==> src/hw/rtl/esc_pkg.sv <==
// esc_pkg: shared types, widths and constants of the engine sensor conditioner
// no dependencies; imported by the interfaces, the multiplier and the top level

package esc_pkg;

	// default depth of the pressure moving average
	localparam int AVERAGE_DEPTH_DEF = 16;
	// channels at or above this count are ignored
	localparam int CHANNEL_COUNT     = 7;

	// item and result field widths
	localparam int CHAN_W  = 4;
	localparam int CODE_W  = 12;
	localparam int VALUE_W = 17;
	localparam int COUNT_W = 32;

	// item action codes
	localparam logic ACT_SAMPLE = 1'b0;
	localparam logic ACT_TICK   = 1'b1;

	// configuration port
	localparam int CFG_IDX_W  = 3;
	localparam int CFG_DATA_W = 64;
	localparam int ALPHA_W    = 16;
	localparam int HALF_W     = 32;

	localparam logic [CFG_IDX_W-1:0] REG_THROTTLE_ALPHA    = 3'd0;
	localparam logic [CFG_IDX_W-1:0] REG_TEMPERATURE_ALPHA = 3'd1;
	localparam logic [CFG_IDX_W-1:0] REG_PRESSURE_RANGE    = 3'd2;
	localparam logic [CFG_IDX_W-1:0] REG_THROTTLE_RANGE    = 3'd3;
	localparam logic [CFG_IDX_W-1:0] REG_COOLANT_RANGE     = 3'd4;
	localparam logic [CFG_IDX_W-1:0] REG_INTAKE_RANGE      = 3'd5;
	localparam logic [CFG_IDX_W-1:0] REG_OXYGEN_RANGE      = 3'd6;
	localparam logic [CFG_IDX_W-1:0] REG_BATTERY_RANGE     = 3'd7;

	localparam logic [ALPHA_W-1:0]    ALPHA_RESET = 16'd3277;
	// spare input: min 0.0, max 5.0 in Q16.16
	localparam logic [CFG_DATA_W-1:0] SPARE_RANGE = 64'h0005_0000_0000_0000;

	// channel codes
	localparam logic [CHAN_W-1:0] CH_PRESSURE = 4'd0;
	localparam logic [CHAN_W-1:0] CH_THROTTLE = 4'd1;
	localparam logic [CHAN_W-1:0] CH_COOLANT  = 4'd2;
	localparam logic [CHAN_W-1:0] CH_INTAKE   = 4'd3;
	localparam logic [CHAN_W-1:0] CH_OXYGEN   = 4'd4;
	localparam logic [CHAN_W-1:0] CH_BATTERY  = 4'd5;
	localparam logic [CHAN_W-1:0] CH_SPARE    = 4'd6;

	// exponential filter state, Q12.16
	localparam int STATE_W = 28;
	localparam int FRAC_W  = 16;

	// shared multiplier operands and product
	localparam int MUL_A_W = 34;
	localparam int MUL_B_W = 30;
	localparam int MUL_P_W = 64;

	// scaling datapath
	localparam int BASE_W = 47;
	localparam int NUM_W  = 57;
	localparam int X_W    = 28;
	localparam int Q_W    = 16;
	// 4095 * 65536: magnitudes at or above this saturate
	localparam logic [X_W-1:0] X_LIMIT  = 28'd268369920;
	// ceil(2^40 / 4095) and its shift, exact for 28-bit dividends
	localparam logic [MUL_B_W-1:0] RECIP_FS = 30'd268501009;
	localparam int RECIP_SH = 40;
	localparam logic [Q_W-1:0]     NEG_LIMIT = 16'd32768;
	// -32768 in the 17-bit signed result
	localparam logic [VALUE_W-1:0] VALUE_MIN = 17'h18000;

	typedef enum logic [1:0] {
		K_ONE,
		K_TEN,
		K_THOUSAND
	} kfac_t;

	typedef enum logic [3:0] {
		ST_IDLE,
		ST_AVG,
		ST_AVG_MUL,
		ST_AVG_CODE,
		ST_EMA_MUL,
		ST_EMA_UPD,
		ST_SPAN_MUL,
		ST_BASE,
		ST_NUM,
		ST_ABS,
		ST_Q_MUL,
		ST_FIN,
		ST_OUT
	} st_t;

endpackage

==> src/hw/rtl/esc_in_if.sv <==
// esc_in_if: valid/ready channel carrying one sample or batch-end item
// depends on esc_pkg for field widths

interface esc_in_if;
	logic                       valid;
	logic                       ready;
	logic                       action;
	logic [esc_pkg::CHAN_W-1:0] channel;
	logic [esc_pkg::CODE_W-1:0] sample;

	modport source (output valid, output action, output channel, output sample, input ready);
	modport sink (input valid, input action, input channel, input sample, output ready);
endinterface

==> src/hw/rtl/esc_out_if.sv <==
// esc_out_if: valid/ready channel carrying one conditioned result item
// depends on esc_pkg for field widths

interface esc_out_if;
	logic                               valid;
	logic                               ready;
	logic [esc_pkg::CHAN_W-1:0]         channel_out;
	logic [esc_pkg::CODE_W-1:0]         raw_code;
	logic signed [esc_pkg::VALUE_W-1:0] value;
	logic                               updated;
	logic [esc_pkg::COUNT_W-1:0]        batch_count;

	modport source (output valid, output channel_out, output raw_code, output value,
		output updated, output batch_count, input ready);
	modport sink (input valid, input channel_out, input raw_code, input value,
		input updated, input batch_count, output ready);
endinterface

==> src/hw/rtl/esc_ram.sv <==
// esc_ram: generic single-write, single-read memory with registered read data
// no dependencies

module esc_ram #(
	parameter int WIDTH = 12,
	parameter int DEPTH = 16
) (
	input  logic                     clk,
	input  logic                     we,
	input  logic [$clog2(DEPTH)-1:0] waddr,
	input  logic [WIDTH-1:0]         wdata,
	input  logic [$clog2(DEPTH)-1:0] raddr,
	output logic [WIDTH-1:0]         rdata
);
	logic [WIDTH-1:0] mem [DEPTH];
	logic [WIDTH-1:0] rdata_q;

	always_ff @(posedge clk) begin
		if (we) begin
			mem[waddr] <= wdata;
		end
		rdata_q <= mem[raddr];
	end

	assign rdata = rdata_q;
endmodule

==> src/hw/rtl/esc_mul.sv <==
// esc_mul: shared signed multiplier with registered product
// depends on esc_pkg for operand and product widths

module esc_mul (
	input  logic                               clk,
	input  logic                               en,
	input  logic signed [esc_pkg::MUL_A_W-1:0] a,
	input  logic signed [esc_pkg::MUL_B_W-1:0] b,
	output logic signed [esc_pkg::MUL_P_W-1:0] p
);
	import esc_pkg::*;

	logic signed [MUL_P_W-1:0] a_ext;
	logic signed [MUL_P_W-1:0] b_ext;
	logic signed [MUL_P_W-1:0] p_q;

	assign a_ext = {{(MUL_P_W-MUL_A_W){a[MUL_A_W-1]}}, a};
	assign b_ext = {{(MUL_P_W-MUL_B_W){b[MUL_B_W-1]}}, b};

	always_ff @(posedge clk) begin
		if (en) begin
			p_q <= a_ext * b_ext;
		end
	end

	assign p = p_q;
endmodule

==> src/hw/rtl/engine_sensor_conditioner.sv <==
// engine_sensor_conditioner: top level, sequencer around one shared multiplier
// ticks and pass-through items go straight to the output step; oxygen/battery/spare
// run the span and reciprocal passes, the exponential filters a filter pass first,
// pressure an average pass first; a new item is taken only after the last is loaded
// async reset: alphas 3277, ranges, filters, average flags, sum and pointer, counters zero
// depends on esc_pkg, esc_in_if, esc_out_if, esc_ram, esc_mul

module engine_sensor_conditioner #(
	parameter int AVERAGE_DEPTH = esc_pkg::AVERAGE_DEPTH_DEF
) (
	input  logic                             clk,
	input  logic                             arst_n,
	input  logic                             cfg_we,
	input  logic [esc_pkg::CFG_IDX_W-1:0]    cfg_idx,
	input  logic [esc_pkg::CFG_DATA_W-1:0]   cfg_wdata,
	esc_in_if.sink                           sample_ch,
	esc_out_if.source                        result_ch
);
	import esc_pkg::*;

	// moving average geometry
	localparam int PTR_W   = $clog2(AVERAGE_DEPTH);
	localparam int SUM_MAX = AVERAGE_DEPTH * 4095;
	localparam int SUM_W   = $clog2(SUM_MAX + 1);
	// sum / depth as a multiply by ceil(2^(SUM_W+PTR_W) / depth) and a shift
	localparam int AVG_SH  = SUM_W + PTR_W;
	localparam logic [63:0] AVG_RECIP =
		((64'd1 << AVG_SH) + 64'(AVERAGE_DEPTH) - 64'd1) / 64'(AVERAGE_DEPTH);

	// configuration registers
	logic [ALPHA_W-1:0]    thr_alpha_q;
	logic [ALPHA_W-1:0]    tmp_alpha_q;
	logic [CFG_DATA_W-1:0] pres_rng_q;
	logic [CFG_DATA_W-1:0] thr_rng_q;
	logic [CFG_DATA_W-1:0] cool_rng_q;
	logic [CFG_DATA_W-1:0] intk_rng_q;
	logic [CFG_DATA_W-1:0] oxy_rng_q;
	logic [CFG_DATA_W-1:0] batt_rng_q;

	// filter and counter state
	logic [AVERAGE_DEPTH-1:0] avg_valid_q;
	logic [PTR_W-1:0]         ptr_q;
	logic [SUM_W-1:0]         avg_sum_q;
	logic [STATE_W-1:0]       thr_st_q;
	logic [STATE_W-1:0]       cool_st_q;
	logic [STATE_W-1:0]       intk_st_q;
	logic [1:0]               phase_q;
	logic [COUNT_W-1:0]       batch_q;

	// sequencer
	st_t state_q;
	st_t state_d;

	// per-item working registers
	logic [CHAN_W-1:0]         chan_q;
	logic [CODE_W-1:0]         sample_q;
	logic [CODE_W-1:0]         raw_q;
	logic [CODE_W-1:0]         code_q;
	logic [ALPHA_W-1:0]        alpha_q;
	logic signed [STATE_W:0]   diff_q;
	logic signed [HALF_W-1:0]  lo_q;
	logic signed [HALF_W:0]    span_q;
	logic                      ordered_q;
	kfac_t                     ksel_q;
	logic signed [BASE_W-1:0]  base_q;
	logic signed [NUM_W-1:0]   num_q;
	logic [X_W-1:0]            x_q;
	logic                      neg_q;
	logic signed [VALUE_W-1:0] value_q;
	logic                      updated_q;

	// output register
	logic                      out_valid_q;
	logic [CHAN_W-1:0]         out_chan_q;
	logic [CODE_W-1:0]         out_raw_q;
	logic signed [VALUE_W-1:0] out_value_q;
	logic                      out_upd_q;
	logic [COUNT_W-1:0]        out_batch_q;

	// shared multiplier
	logic                      mul_en;
	logic signed [MUL_A_W-1:0] mul_a;
	logic signed [MUL_B_W-1:0] mul_b;
	logic signed [MUL_P_W-1:0] prod;

	// average store
	logic              ram_we;
	logic [CODE_W-1:0] ram_rdata;

	logic accept;
	logic out_load;
	logic dec_open;
	logic chan_dropped;

	// combinational datapath values
	logic [CFG_DATA_W-1:0]    rng_sel;
	logic signed [HALF_W-1:0] rng_lo;
	logic signed [HALF_W-1:0] rng_hi;
	kfac_t                    kfac_sel;
	logic [STATE_W-1:0]       ema_in;
	logic [STATE_W-1:0]       ema_old;
	logic [STATE_W-1:0]       ema_new;
	logic [CODE_W-1:0]        avg_old;
	logic [SUM_W-1:0]         avg_sum_new;
	logic signed [NUM_W-1:0]  num_ext;
	logic signed [NUM_W-1:0]  num_new;
	logic [NUM_W-1:0]         num_mag;
	logic [NUM_W-FRAC_W-1:0]  x_wide;
	logic [Q_W-1:0]           quot;

	assign accept       = sample_ch.valid && sample_ch.ready;
	assign sample_ch.ready = (state_q == ST_IDLE);
	// coolant through spare only run while the batch phase is zero
	assign dec_open     = (phase_q == 2'd0);
	assign chan_dropped = ({1'b0, sample_ch.channel} >= (CHAN_W + 1)'(CHANNEL_COUNT));

	// ---------------------------------------------------------------------
	// configuration writes
	// ---------------------------------------------------------------------
	always_ff @(posedge clk or negedge arst_n) begin
		if (!arst_n) begin
			thr_alpha_q <= ALPHA_RESET;
			tmp_alpha_q <= ALPHA_RESET;
			pres_rng_q  <= '0;
			thr_rng_q   <= '0;
			cool_rng_q  <= '0;
			intk_rng_q  <= '0;
			oxy_rng_q   <= '0;
			batt_rng_q  <= '0;
		end else if (cfg_we) begin
			unique case (cfg_idx)
				REG_THROTTLE_ALPHA:    thr_alpha_q <= cfg_wdata[ALPHA_W-1:0];
				REG_TEMPERATURE_ALPHA: tmp_alpha_q <= cfg_wdata[ALPHA_W-1:0];
				REG_PRESSURE_RANGE:    pres_rng_q  <= cfg_wdata;
				REG_THROTTLE_RANGE:    thr_rng_q   <= cfg_wdata;
				REG_COOLANT_RANGE:     cool_rng_q  <= cfg_wdata;
				REG_INTAKE_RANGE:      intk_rng_q  <= cfg_wdata;
				REG_OXYGEN_RANGE:      oxy_rng_q   <= cfg_wdata;
				REG_BATTERY_RANGE:     batt_rng_q  <= cfg_wdata;
			endcase
		end
	end

	// ---------------------------------------------------------------------
	// per-channel selection at accept: range, unit factor, filter state
	// ---------------------------------------------------------------------
	always_comb begin
		rng_sel  = '0;
		kfac_sel = K_ONE;
		ema_in   = intk_st_q;
		unique case (sample_ch.channel) inside
			CH_PRESSURE: begin
				rng_sel  = pres_rng_q;
				kfac_sel = K_TEN;
			end
			CH_THROTTLE: begin
				rng_sel = thr_rng_q;
				ema_in  = thr_st_q;
			end
			CH_COOLANT: begin
				rng_sel = cool_rng_q;
				ema_in  = cool_st_q;
			end
			CH_INTAKE: rng_sel = intk_rng_q;
			CH_OXYGEN: begin
				rng_sel  = oxy_rng_q;
				kfac_sel = K_THOUSAND;
			end
			CH_BATTERY: begin
				rng_sel  = batt_rng_q;
				kfac_sel = K_TEN;
			end
			CH_SPARE: begin
				rng_sel  = SPARE_RANGE;
				kfac_sel = K_THOUSAND;
			end
			default: rng_sel = '0;
		endcase
	end

	assign rng_lo = rng_sel[HALF_W-1:0];
	assign rng_hi = rng_sel[CFG_DATA_W-1:HALF_W];

	// ---------------------------------------------------------------------
	// sequencer: state register and next state
	// ---------------------------------------------------------------------
	always_ff @(posedge clk or negedge arst_n) begin
		if (!arst_n) begin
			state_q <= ST_IDLE;
		end else begin
			state_q <= state_d;
		end
	end

	always_comb begin
		state_d  = state_q;
		mul_en   = 1'b0;
		ram_we   = 1'b0;
		out_load = 1'b0;
		unique case (state_q)
			ST_IDLE: begin
				if (accept) begin
					if (sample_ch.action || chan_dropped) begin
						state_d = ST_OUT;
					end else begin
						case (sample_ch.channel) inside
							CH_PRESSURE: state_d = ST_AVG;
							CH_THROTTLE: state_d = ST_EMA_MUL;
							CH_COOLANT, CH_INTAKE:
								state_d = dec_open ? ST_EMA_MUL : ST_OUT;
							CH_OXYGEN, CH_BATTERY, CH_SPARE:
								state_d = dec_open ? ST_SPAN_MUL : ST_OUT;
							default: state_d = ST_OUT;
						endcase
					end
				end
			end
			ST_AVG: begin
				ram_we  = 1'b1;
				state_d = ST_AVG_MUL;
			end
			ST_AVG_MUL: begin
				mul_en  = 1'b1;
				state_d = ST_AVG_CODE;
			end
			ST_AVG_CODE: state_d = ST_SPAN_MUL;
			ST_EMA_MUL: begin
				mul_en  = 1'b1;
				state_d = ST_EMA_UPD;
			end
			ST_EMA_UPD: state_d = ST_SPAN_MUL;
			ST_SPAN_MUL: begin
				mul_en  = 1'b1;
				state_d = ST_BASE;
			end
			ST_BASE: state_d = ST_NUM;
			ST_NUM:  state_d = ST_ABS;
			ST_ABS:  state_d = ST_Q_MUL;
			ST_Q_MUL: begin
				mul_en  = 1'b1;
				state_d = ST_FIN;
			end
			ST_FIN: state_d = ST_OUT;
			ST_OUT: begin
				// wait here while the previous result still sits unclaimed
				if (!out_valid_q || result_ch.ready) begin
					out_load = 1'b1;
					state_d  = ST_IDLE;
				end
			end
			default: state_d = ST_IDLE;
		endcase
	end

	// ---------------------------------------------------------------------
	// shared multiplier: operand selection by step
	// ---------------------------------------------------------------------
	always_comb begin
		mul_a = '0;
		mul_b = '0;
		case (state_q)
			// running sum times reciprocal of the depth
			ST_AVG_MUL: begin
				mul_a = MUL_A_W'(avg_sum_q);
				mul_b = MUL_B_W'(AVG_RECIP);
			end
			// alpha times (new sample - state)
			ST_EMA_MUL: begin
				mul_a = MUL_A_W'(diff_q);
				mul_b = MUL_B_W'(alpha_q);
			end
			// (max - min) times code, code forced to zero on an empty range
			ST_SPAN_MUL: begin
				mul_a = MUL_A_W'(span_q);
				mul_b = ordered_q ? MUL_B_W'(code_q) : '0;
			end
			// magnitude times reciprocal of 4095
			ST_Q_MUL: begin
				mul_a = MUL_A_W'(x_q);
				mul_b = RECIP_FS;
			end
			default: begin
				mul_a = '0;
				mul_b = '0;
			end
		endcase
	end

	esc_mul u_mul (
		.clk (clk),
		.en  (mul_en),
		.a   (mul_a),
		.b   (mul_b),
		.p   (prod)
	);

	// ---------------------------------------------------------------------
	// moving average store, read always at the pointer
	// ---------------------------------------------------------------------
	esc_ram #(
		.WIDTH (CODE_W),
		.DEPTH (AVERAGE_DEPTH)
	) u_avg_ram (
		.clk   (clk),
		.we    (ram_we),
		.waddr (ptr_q),
		.wdata (sample_q),
		.raddr (ptr_q),
		.rdata (ram_rdata)
	);

	// never-written entries read as zero
	assign avg_old     = avg_valid_q[ptr_q] ? ram_rdata : '0;
	assign avg_sum_new = avg_sum_q - SUM_W'(avg_old) + SUM_W'(sample_q);

	// exponential filter: s + floor(alpha * (S - s) / 2^16)
	always_comb begin
		case (chan_q)
			CH_THROTTLE: ema_old = thr_st_q;
			CH_COOLANT:  ema_old = cool_st_q;
			default:     ema_old = intk_st_q;
		endcase
	end
	assign ema_new = ema_old + prod[FRAC_W +: STATE_W];

	// unit factor by shift and add
	assign num_ext = NUM_W'(base_q);
	always_comb begin
		case (ksel_q)
			K_TEN:      num_new = (num_ext <<< 3) + (num_ext <<< 1);
			K_THOUSAND: num_new = (num_ext <<< 10) - (num_ext <<< 4) - (num_ext <<< 3);
			default:    num_new = num_ext;
		endcase
	end

	// magnitude over 2^16, clamped just below the saturation point
	assign num_mag = num_q[NUM_W-1] ? NUM_W'(-num_q) : NUM_W'(num_q);
	assign x_wide  = num_mag[NUM_W-1:FRAC_W];
	assign quot    = prod[RECIP_SH +: Q_W];

	// ---------------------------------------------------------------------
	// filter state, average state and counters
	// ---------------------------------------------------------------------
	always_ff @(posedge clk or negedge arst_n) begin
		if (!arst_n) begin
			avg_valid_q <= '0;
			ptr_q       <= '0;
			avg_sum_q   <= '0;
			thr_st_q    <= '0;
			cool_st_q   <= '0;
			intk_st_q   <= '0;
			phase_q     <= '0;
			batch_q     <= '0;
		end else begin
			if (accept && sample_ch.action) begin
				batch_q <= batch_q + COUNT_W'(1);
				phase_q <= phase_q + 2'd1;
			end
			if (state_q == ST_AVG) begin
				avg_sum_q          <= avg_sum_new;
				avg_valid_q[ptr_q] <= 1'b1;
				ptr_q <= (ptr_q == PTR_W'(AVERAGE_DEPTH - 1)) ? '0 : ptr_q + PTR_W'(1);
			end
			if (state_q == ST_EMA_UPD) begin
				case (chan_q)
					CH_THROTTLE: thr_st_q  <= ema_new;
					CH_COOLANT:  cool_st_q <= ema_new;
					default:     intk_st_q <= ema_new;
				endcase
			end
		end
	end

	// ---------------------------------------------------------------------
	// per-item datapath registers
	// ---------------------------------------------------------------------
	always_ff @(posedge clk) begin
		if (accept) begin
			// batch ticks report channel zero; dropped channels echo no code
			chan_q    <= sample_ch.action ? CH_PRESSURE : sample_ch.channel;
			raw_q     <= (sample_ch.action || chan_dropped) ? '0 : sample_ch.sample;
			sample_q  <= sample_ch.sample;
			code_q    <= sample_ch.sample;
			value_q   <= '0;
			updated_q <= 1'b0;
			alpha_q   <= (sample_ch.channel == CH_THROTTLE) ? thr_alpha_q : tmp_alpha_q;
			diff_q    <= $signed({1'b0, sample_ch.sample, {FRAC_W{1'b0}}})
				- $signed({1'b0, ema_in});
			lo_q      <= rng_lo;
			span_q    <= (HALF_W + 1)'(rng_hi) - (HALF_W + 1)'(rng_lo);
			ordered_q <= (rng_hi > rng_lo);
			ksel_q    <= kfac_sel;
		end
		case (state_q)
			ST_AVG_CODE: code_q <= prod[AVG_SH +: CODE_W];
			ST_EMA_UPD:  code_q <= ema_new[STATE_W-1:FRAC_W];
			// min * 4095 + span * code
			ST_BASE: base_q <= (BASE_W'(lo_q) <<< 12) - BASE_W'(lo_q) + prod[BASE_W-1:0];
			ST_NUM:  num_q  <= num_new;
			ST_ABS: begin
				neg_q <= num_q[NUM_W-1];
				x_q   <= (x_wide >= (NUM_W - FRAC_W)'(X_LIMIT)) ? X_LIMIT - X_W'(1)
					: x_wide[X_W-1:0];
			end
			ST_FIN: begin
				updated_q <= 1'b1;
				if (!neg_q) begin
					value_q <= VALUE_W'(quot);
				end else if (quot > NEG_LIMIT) begin
					value_q <= VALUE_MIN;
				end else begin
					value_q <= VALUE_W'(0) - VALUE_W'(quot);
				end
			end
			default: ;
		endcase
	end

	// ---------------------------------------------------------------------
	// output register: holds one finished item while the next is taken
	// ---------------------------------------------------------------------
	always_ff @(posedge clk or negedge arst_n) begin
		if (!arst_n) begin
			out_valid_q <= 1'b0;
		end else if (out_load) begin
			out_valid_q <= 1'b1;
		end else if (result_ch.ready) begin
			out_valid_q <= 1'b0;
		end
	end

	always_ff @(posedge clk) begin
		if (out_load) begin
			out_chan_q  <= chan_q;
			out_raw_q   <= raw_q;
			out_value_q <= value_q;
			out_upd_q   <= updated_q;
			out_batch_q <= batch_q;
		end
	end

	assign result_ch.valid       = out_valid_q;
	assign result_ch.channel_out = out_chan_q;
	assign result_ch.raw_code    = out_raw_q;
	assign result_ch.value       = out_value_q;
	assign result_ch.updated     = out_upd_q;
	assign result_ch.batch_count = out_batch_q;

	// ---------------------------------------------------------------------
	// assertions
	// ---------------------------------------------------------------------
	// pointer wraps before the end of the store, also for odd depths
	a_ptr_range: assert property (@(posedge clk) disable iff (!arst_n)
		ptr_q <= PTR_W'(AVERAGE_DEPTH - 1))
		else $error("average pointer beyond store depth");

	// running sum never exceeds a full store of full-scale codes
	a_sum_bound: assert property (@(posedge clk) disable iff (!arst_n)
		avg_sum_q <= SUM_W'(SUM_MAX))
		else $error("running sum out of range");

	// a batch tick advances the counter by exactly one
	a_batch_step: assert property (@(posedge clk) disable iff (!arst_n)
		(accept && sample_ch.action) |=> (batch_q == $past(batch_q) + COUNT_W'(1)))
		else $error("batch counter did not advance");

	// only processed channels report a recomputed value
	a_upd_chan: assert property (@(posedge clk) disable iff (!arst_n)
		(result_ch.valid && result_ch.updated) |-> (result_ch.channel_out <= CH_SPARE))
		else $error("updated result on a channel without processing");

endmodule
==> src/flat_wrapper.sv <==
// flat-port wrapper written by rule: the top's interface ports become plain ports
module engine_sensor_conditioner_flat import esc_pkg::*;
#(
	parameter int AVERAGE_DEPTH = esc_pkg::AVERAGE_DEPTH_DEF
)
  (clk, arst_n, cfg_we, cfg_idx, cfg_wdata, sample_ch_valid, sample_ch_action, sample_ch_channel, sample_ch_sample, sample_ch_ready, result_ch_valid, result_ch_channel_out, result_ch_raw_code, result_ch_value, result_ch_updated, result_ch_batch_count, result_ch_ready);
  esc_in_if sample_ch_i ();
  esc_out_if result_ch_i ();
  input  logic clk;
  input  logic arst_n;
  input  logic cfg_we;
  input  logic [esc_pkg::CFG_IDX_W-1:0] cfg_idx;
  input  logic [esc_pkg::CFG_DATA_W-1:0] cfg_wdata;
  input wire logic [$bits(sample_ch_i.valid)-1:0] sample_ch_valid;
  input wire logic [$bits(sample_ch_i.action)-1:0] sample_ch_action;
  input wire logic [$bits(sample_ch_i.channel)-1:0] sample_ch_channel;
  input wire logic [$bits(sample_ch_i.sample)-1:0] sample_ch_sample;
  output wire logic [$bits(sample_ch_i.ready)-1:0] sample_ch_ready;
  output wire logic [$bits(result_ch_i.valid)-1:0] result_ch_valid;
  output wire logic [$bits(result_ch_i.channel_out)-1:0] result_ch_channel_out;
  output wire logic [$bits(result_ch_i.raw_code)-1:0] result_ch_raw_code;
  output wire logic [$bits(result_ch_i.value)-1:0] result_ch_value;
  output wire logic [$bits(result_ch_i.updated)-1:0] result_ch_updated;
  output wire logic [$bits(result_ch_i.batch_count)-1:0] result_ch_batch_count;
  input wire logic [$bits(result_ch_i.ready)-1:0] result_ch_ready;
  assign sample_ch_i.valid = sample_ch_valid;
  assign sample_ch_i.action = sample_ch_action;
  assign sample_ch_i.channel = sample_ch_channel;
  assign sample_ch_i.sample = sample_ch_sample;
  assign sample_ch_ready = sample_ch_i.ready;
  assign result_ch_valid = result_ch_i.valid;
  assign result_ch_channel_out = result_ch_i.channel_out;
  assign result_ch_raw_code = result_ch_i.raw_code;
  assign result_ch_value = result_ch_i.value;
  assign result_ch_updated = result_ch_i.updated;
  assign result_ch_batch_count = result_ch_i.batch_count;
  assign result_ch_i.ready = result_ch_ready;
  engine_sensor_conditioner #(.AVERAGE_DEPTH(AVERAGE_DEPTH)) u_core (.clk(clk), .arst_n(arst_n), .cfg_we(cfg_we), .cfg_idx(cfg_idx), .cfg_wdata(cfg_wdata), .sample_ch(sample_ch_i), .result_ch(result_ch_i));
endmodule
==> config.mk <==
export PLATFORM = sky130hd
export DESIGN_NAME = engine_sensor_conditioner_flat
export DESIGN_NICKNAME = d
export VERILOG_FILES = /design/src/hw/rtl/esc_pkg.sv /design/src/hw/rtl/esc_in_if.sv /design/src/hw/rtl/esc_out_if.sv /design/src/hw/rtl/esc_ram.sv /design/src/hw/rtl/esc_mul.sv /design/src/hw/rtl/engine_sensor_conditioner.sv /design/src/flat_wrapper.sv
export SDC_FILE = /design/constraint.sdc
export NUM_CORES = 2
export LEC_CHECK = 0
export ABC_AREA = 1
export BUFFER_PORTS_ARGS = -buffer_cell sky130_fd_sc_hd__buf_2
export CAP_MARGIN = 20
export CORE_ASPECT_RATIO = 1.25
export CORE_MARGIN = 1
export CORE_UTILIZATION = 40
export CTS_BUF_LIST = sky130_fd_sc_hd__clkbuf_16
export DETAILED_ROUTE_END_ITERATION = 16
export PLACE_DENSITY = 0.62
export RECOVER_POWER = 25
export SLEW_MARGIN = 20
export SYNTH_ARGS = -nofsm -noshare
export SYNTH_HDL_FRONTEND = slang
export SYNTH_HIERARCHICAL = 1
export SYNTH_SLANG_ARGS = --single-unit
==> constraint.sdc <==
create_clock -name clk -period 22 [get_ports clk]
set_clock_uncertainty 0.2 [all_clocks]
set_input_delay 3.3 -clock clk [delete_from_list [all_inputs] [get_ports clk]]
set_output_delay 3.3 -clock clk [all_outputs]
set_load 0.03 [all_outputs]
==> flow_summary.json <==
{
  "status": "finished, violations left",
  "violations": "max-capacitance violations, max-slew violations",
  "fin_tns_setup_ps": 0,
  "dp_hpwl_mm": 296,
  "final_cell_mix": "nand2_1, inv_1, fa_1",
  "worst_slew_pin_slew_ps": 3330,
  "fin_nets": 14800,
  "synth.avg_cell_area_um2": 7.98,
  "grt_antenna_before_repair": 20,
  "portBuffers": 156,
  "holdBufCountCts": 0,
  "fin_area_mm2": 0.115,
  "die_w_um": 462,
  "critical_path_class": "reg -> reg",
  "gp_congestion": 1.00,
  "cts_setup_buffers": 0,
  "synth_warnings": 6,
  "worstSetupStartpointType": "register",
  "r2r_end": "u_core/u_mul/p[54]",
  "r2r.worst_path.cells": 30,
  "start_util_pct": 40.3,
  "period_minus_slack_ps": 9710,
  "std_cell_rows": 210,
  "synthesis.area_mm2": 0.106,
  "fp.dieArea_mm2": 0.267,
  "crit_arrival_ps": 10030,
  "r2r_setup_slack_ps": 12290,
  "firstDrtPassIters": 6,
  "insertion_delay_ps": 850,
  "drive_gt1_share_pct": 5.07,
  "r2r-start": "u_core/state_q[2]",
  "hold_start": "u_core/value_q[11]",
  "route.detailed.drc": 0,
  "drt-total-wl_mm": 382,
  "worstPathMaxFanout": 34,
  "h-tree-depth": 4,
  "layout_commonest_cell": "nand2_1",
  "cts.sinks": 1205,
  "cts-resized-gates": 0,
  "numCtsBuffers": 145,
  "vias_per_cell": 5.25,
  "clock.fmax_ghz": 0.103,
  "whs_path_depth": 0,
  "setup_viol": 0,
  "grt_first_pass_wirelength_mm": 563,
  "post-route-period-util_pct": 44.1,
  "endpoint_kind": "register",
  "hold_violations": 0,
  "drv_slew": 373,
  "maxCapViolations": 9,
  "hold_path.class": "reg -> reg",
  "clk_pin_slew_ps": 70,
  "cts_tree": "built",
  "grt-ovfl-total": 0,
  "crit_slowest_cell": "fa_1",
  "cpMostUsedCell": "fa_1",
  "core_area_mm2": 0.262,
  "grt_start_max_net_pins": 102,
  "io_pins": 157,
  "cts_buffer_depth": 4,
  "placed_area_mm2": 0.111,
  "crit_required_ps": 22320,
  "timing.slew.headroom_pct": -122,
  "ant_nets": 0,
  "syn_to_final_growth_pct": 8.75,
  "syn_inst": 13300,
  "root_buffer": "clkbuf_16",
  "wl_per_cell_um": 22.7,
  "grt.total_usage_pct": 28.5,
  "grt_pass1_vias": 88200,
  "cpPeakStageDelay_ps": 900,
  "holdPathEnd": "u_core/result_ch.value[11]",
  "drtIter0Drc": 7716,
  "vias": 88600,
  "die_h_um": 577,
  "rsz0062_at_grt": "no"
}
==> through the flow <==
| stage | instances | hold WS (ps) | util (%) | worst slack (ps) |
|---|---|---|---|---|
| after global placement | 16600 | 202 | 42.1 | 12370 |
| after floorplan | 13300 | 200 | - | 13840 |
| after global routing | 16900 | 218 | 43.8 | 11810 |
| after detailed placement | 16600 | 206 | 42.1 | 12360 |
| final | 16900 | 210 | 43.8 | 12290 |
| after CTS | 16900 | 209 | 43.9 | 12330 |
==> flip-flops by register name, indices dropped and copies added (netlist names), 33 cells and up <==
name / flops
u_core/u_avg_ram/mem: 192
u_core/batt_rng_q: 64
u_core/cool_rng_q: 64
u_core/intk_rng_q: 64
u_core/oxy_rng_q: 64
u_core/pres_rng_q: 64
u_core/thr_rng_q: 64
u_core/num_q: 57
u_core/u_mul/p: 56
u_core/base_q: 47
u_core/span_q: 33
==> final cells by class <==
| cell class | instances | area [um^2] |
|---|---|---|
| fillers | 26500 | 147000 |
| multi-input cells | 8875 | 60800 |
| flip-flops and latches | 1205 | 33200 |
| inverters | 2717 | 10200 |
| well taps | 3498 | 4380 |
| clock buffers | 152 | 3800 |
| repair buffers | 304 | 1830 |
| clock inverters | 105 | 843 |
| diodes | 15 | 37.5 |
==> routing by layer <==
layer / global-route usage [%] / vias to the layer above / wire [um]
li1: - / 41100 / -
met1: 34.7 / 43100 / 148000
met2: 47.3 / 3443 / 180000
met3: 4.45 / 950 / 26400
met4: 17.7 / 12 / 28000
met5: 0 / - / 88
==> worst max-delay path, delay by kind of cell, from the launching register on <==
kind	cells	cell delay (ps)
AND/OR/NAND/NOR	12	1600
AO/OA/AOI/OAI	1	760
adder cells (fa/ha/maj)	9	5220
buffers and inverters	8	1110
flip-flops	1	470
==> worst max-delay path by stage <==
stage                              end  slack (ps)               from
floorplan           u_core/u_mul/p[54]       13840  u_core/state_q[2]
global placement    u_core/u_mul/p[54]       12370  u_core/state_q[2]
detailed placement  u_core/u_mul/p[53]       12360  u_core/state_q[2]
CTS                 u_core/u_mul/p[53]       12330  u_core/state_q[2]
global route        u_core/u_mul/p[53]       11810  u_core/state_q[2]
finish              u_core/u_mul/p[54]       12290  u_core/state_q[2]
Power is not shown: default switching activity piles up to over one toggle a cycle in this logic, so the estimate is an artifact.
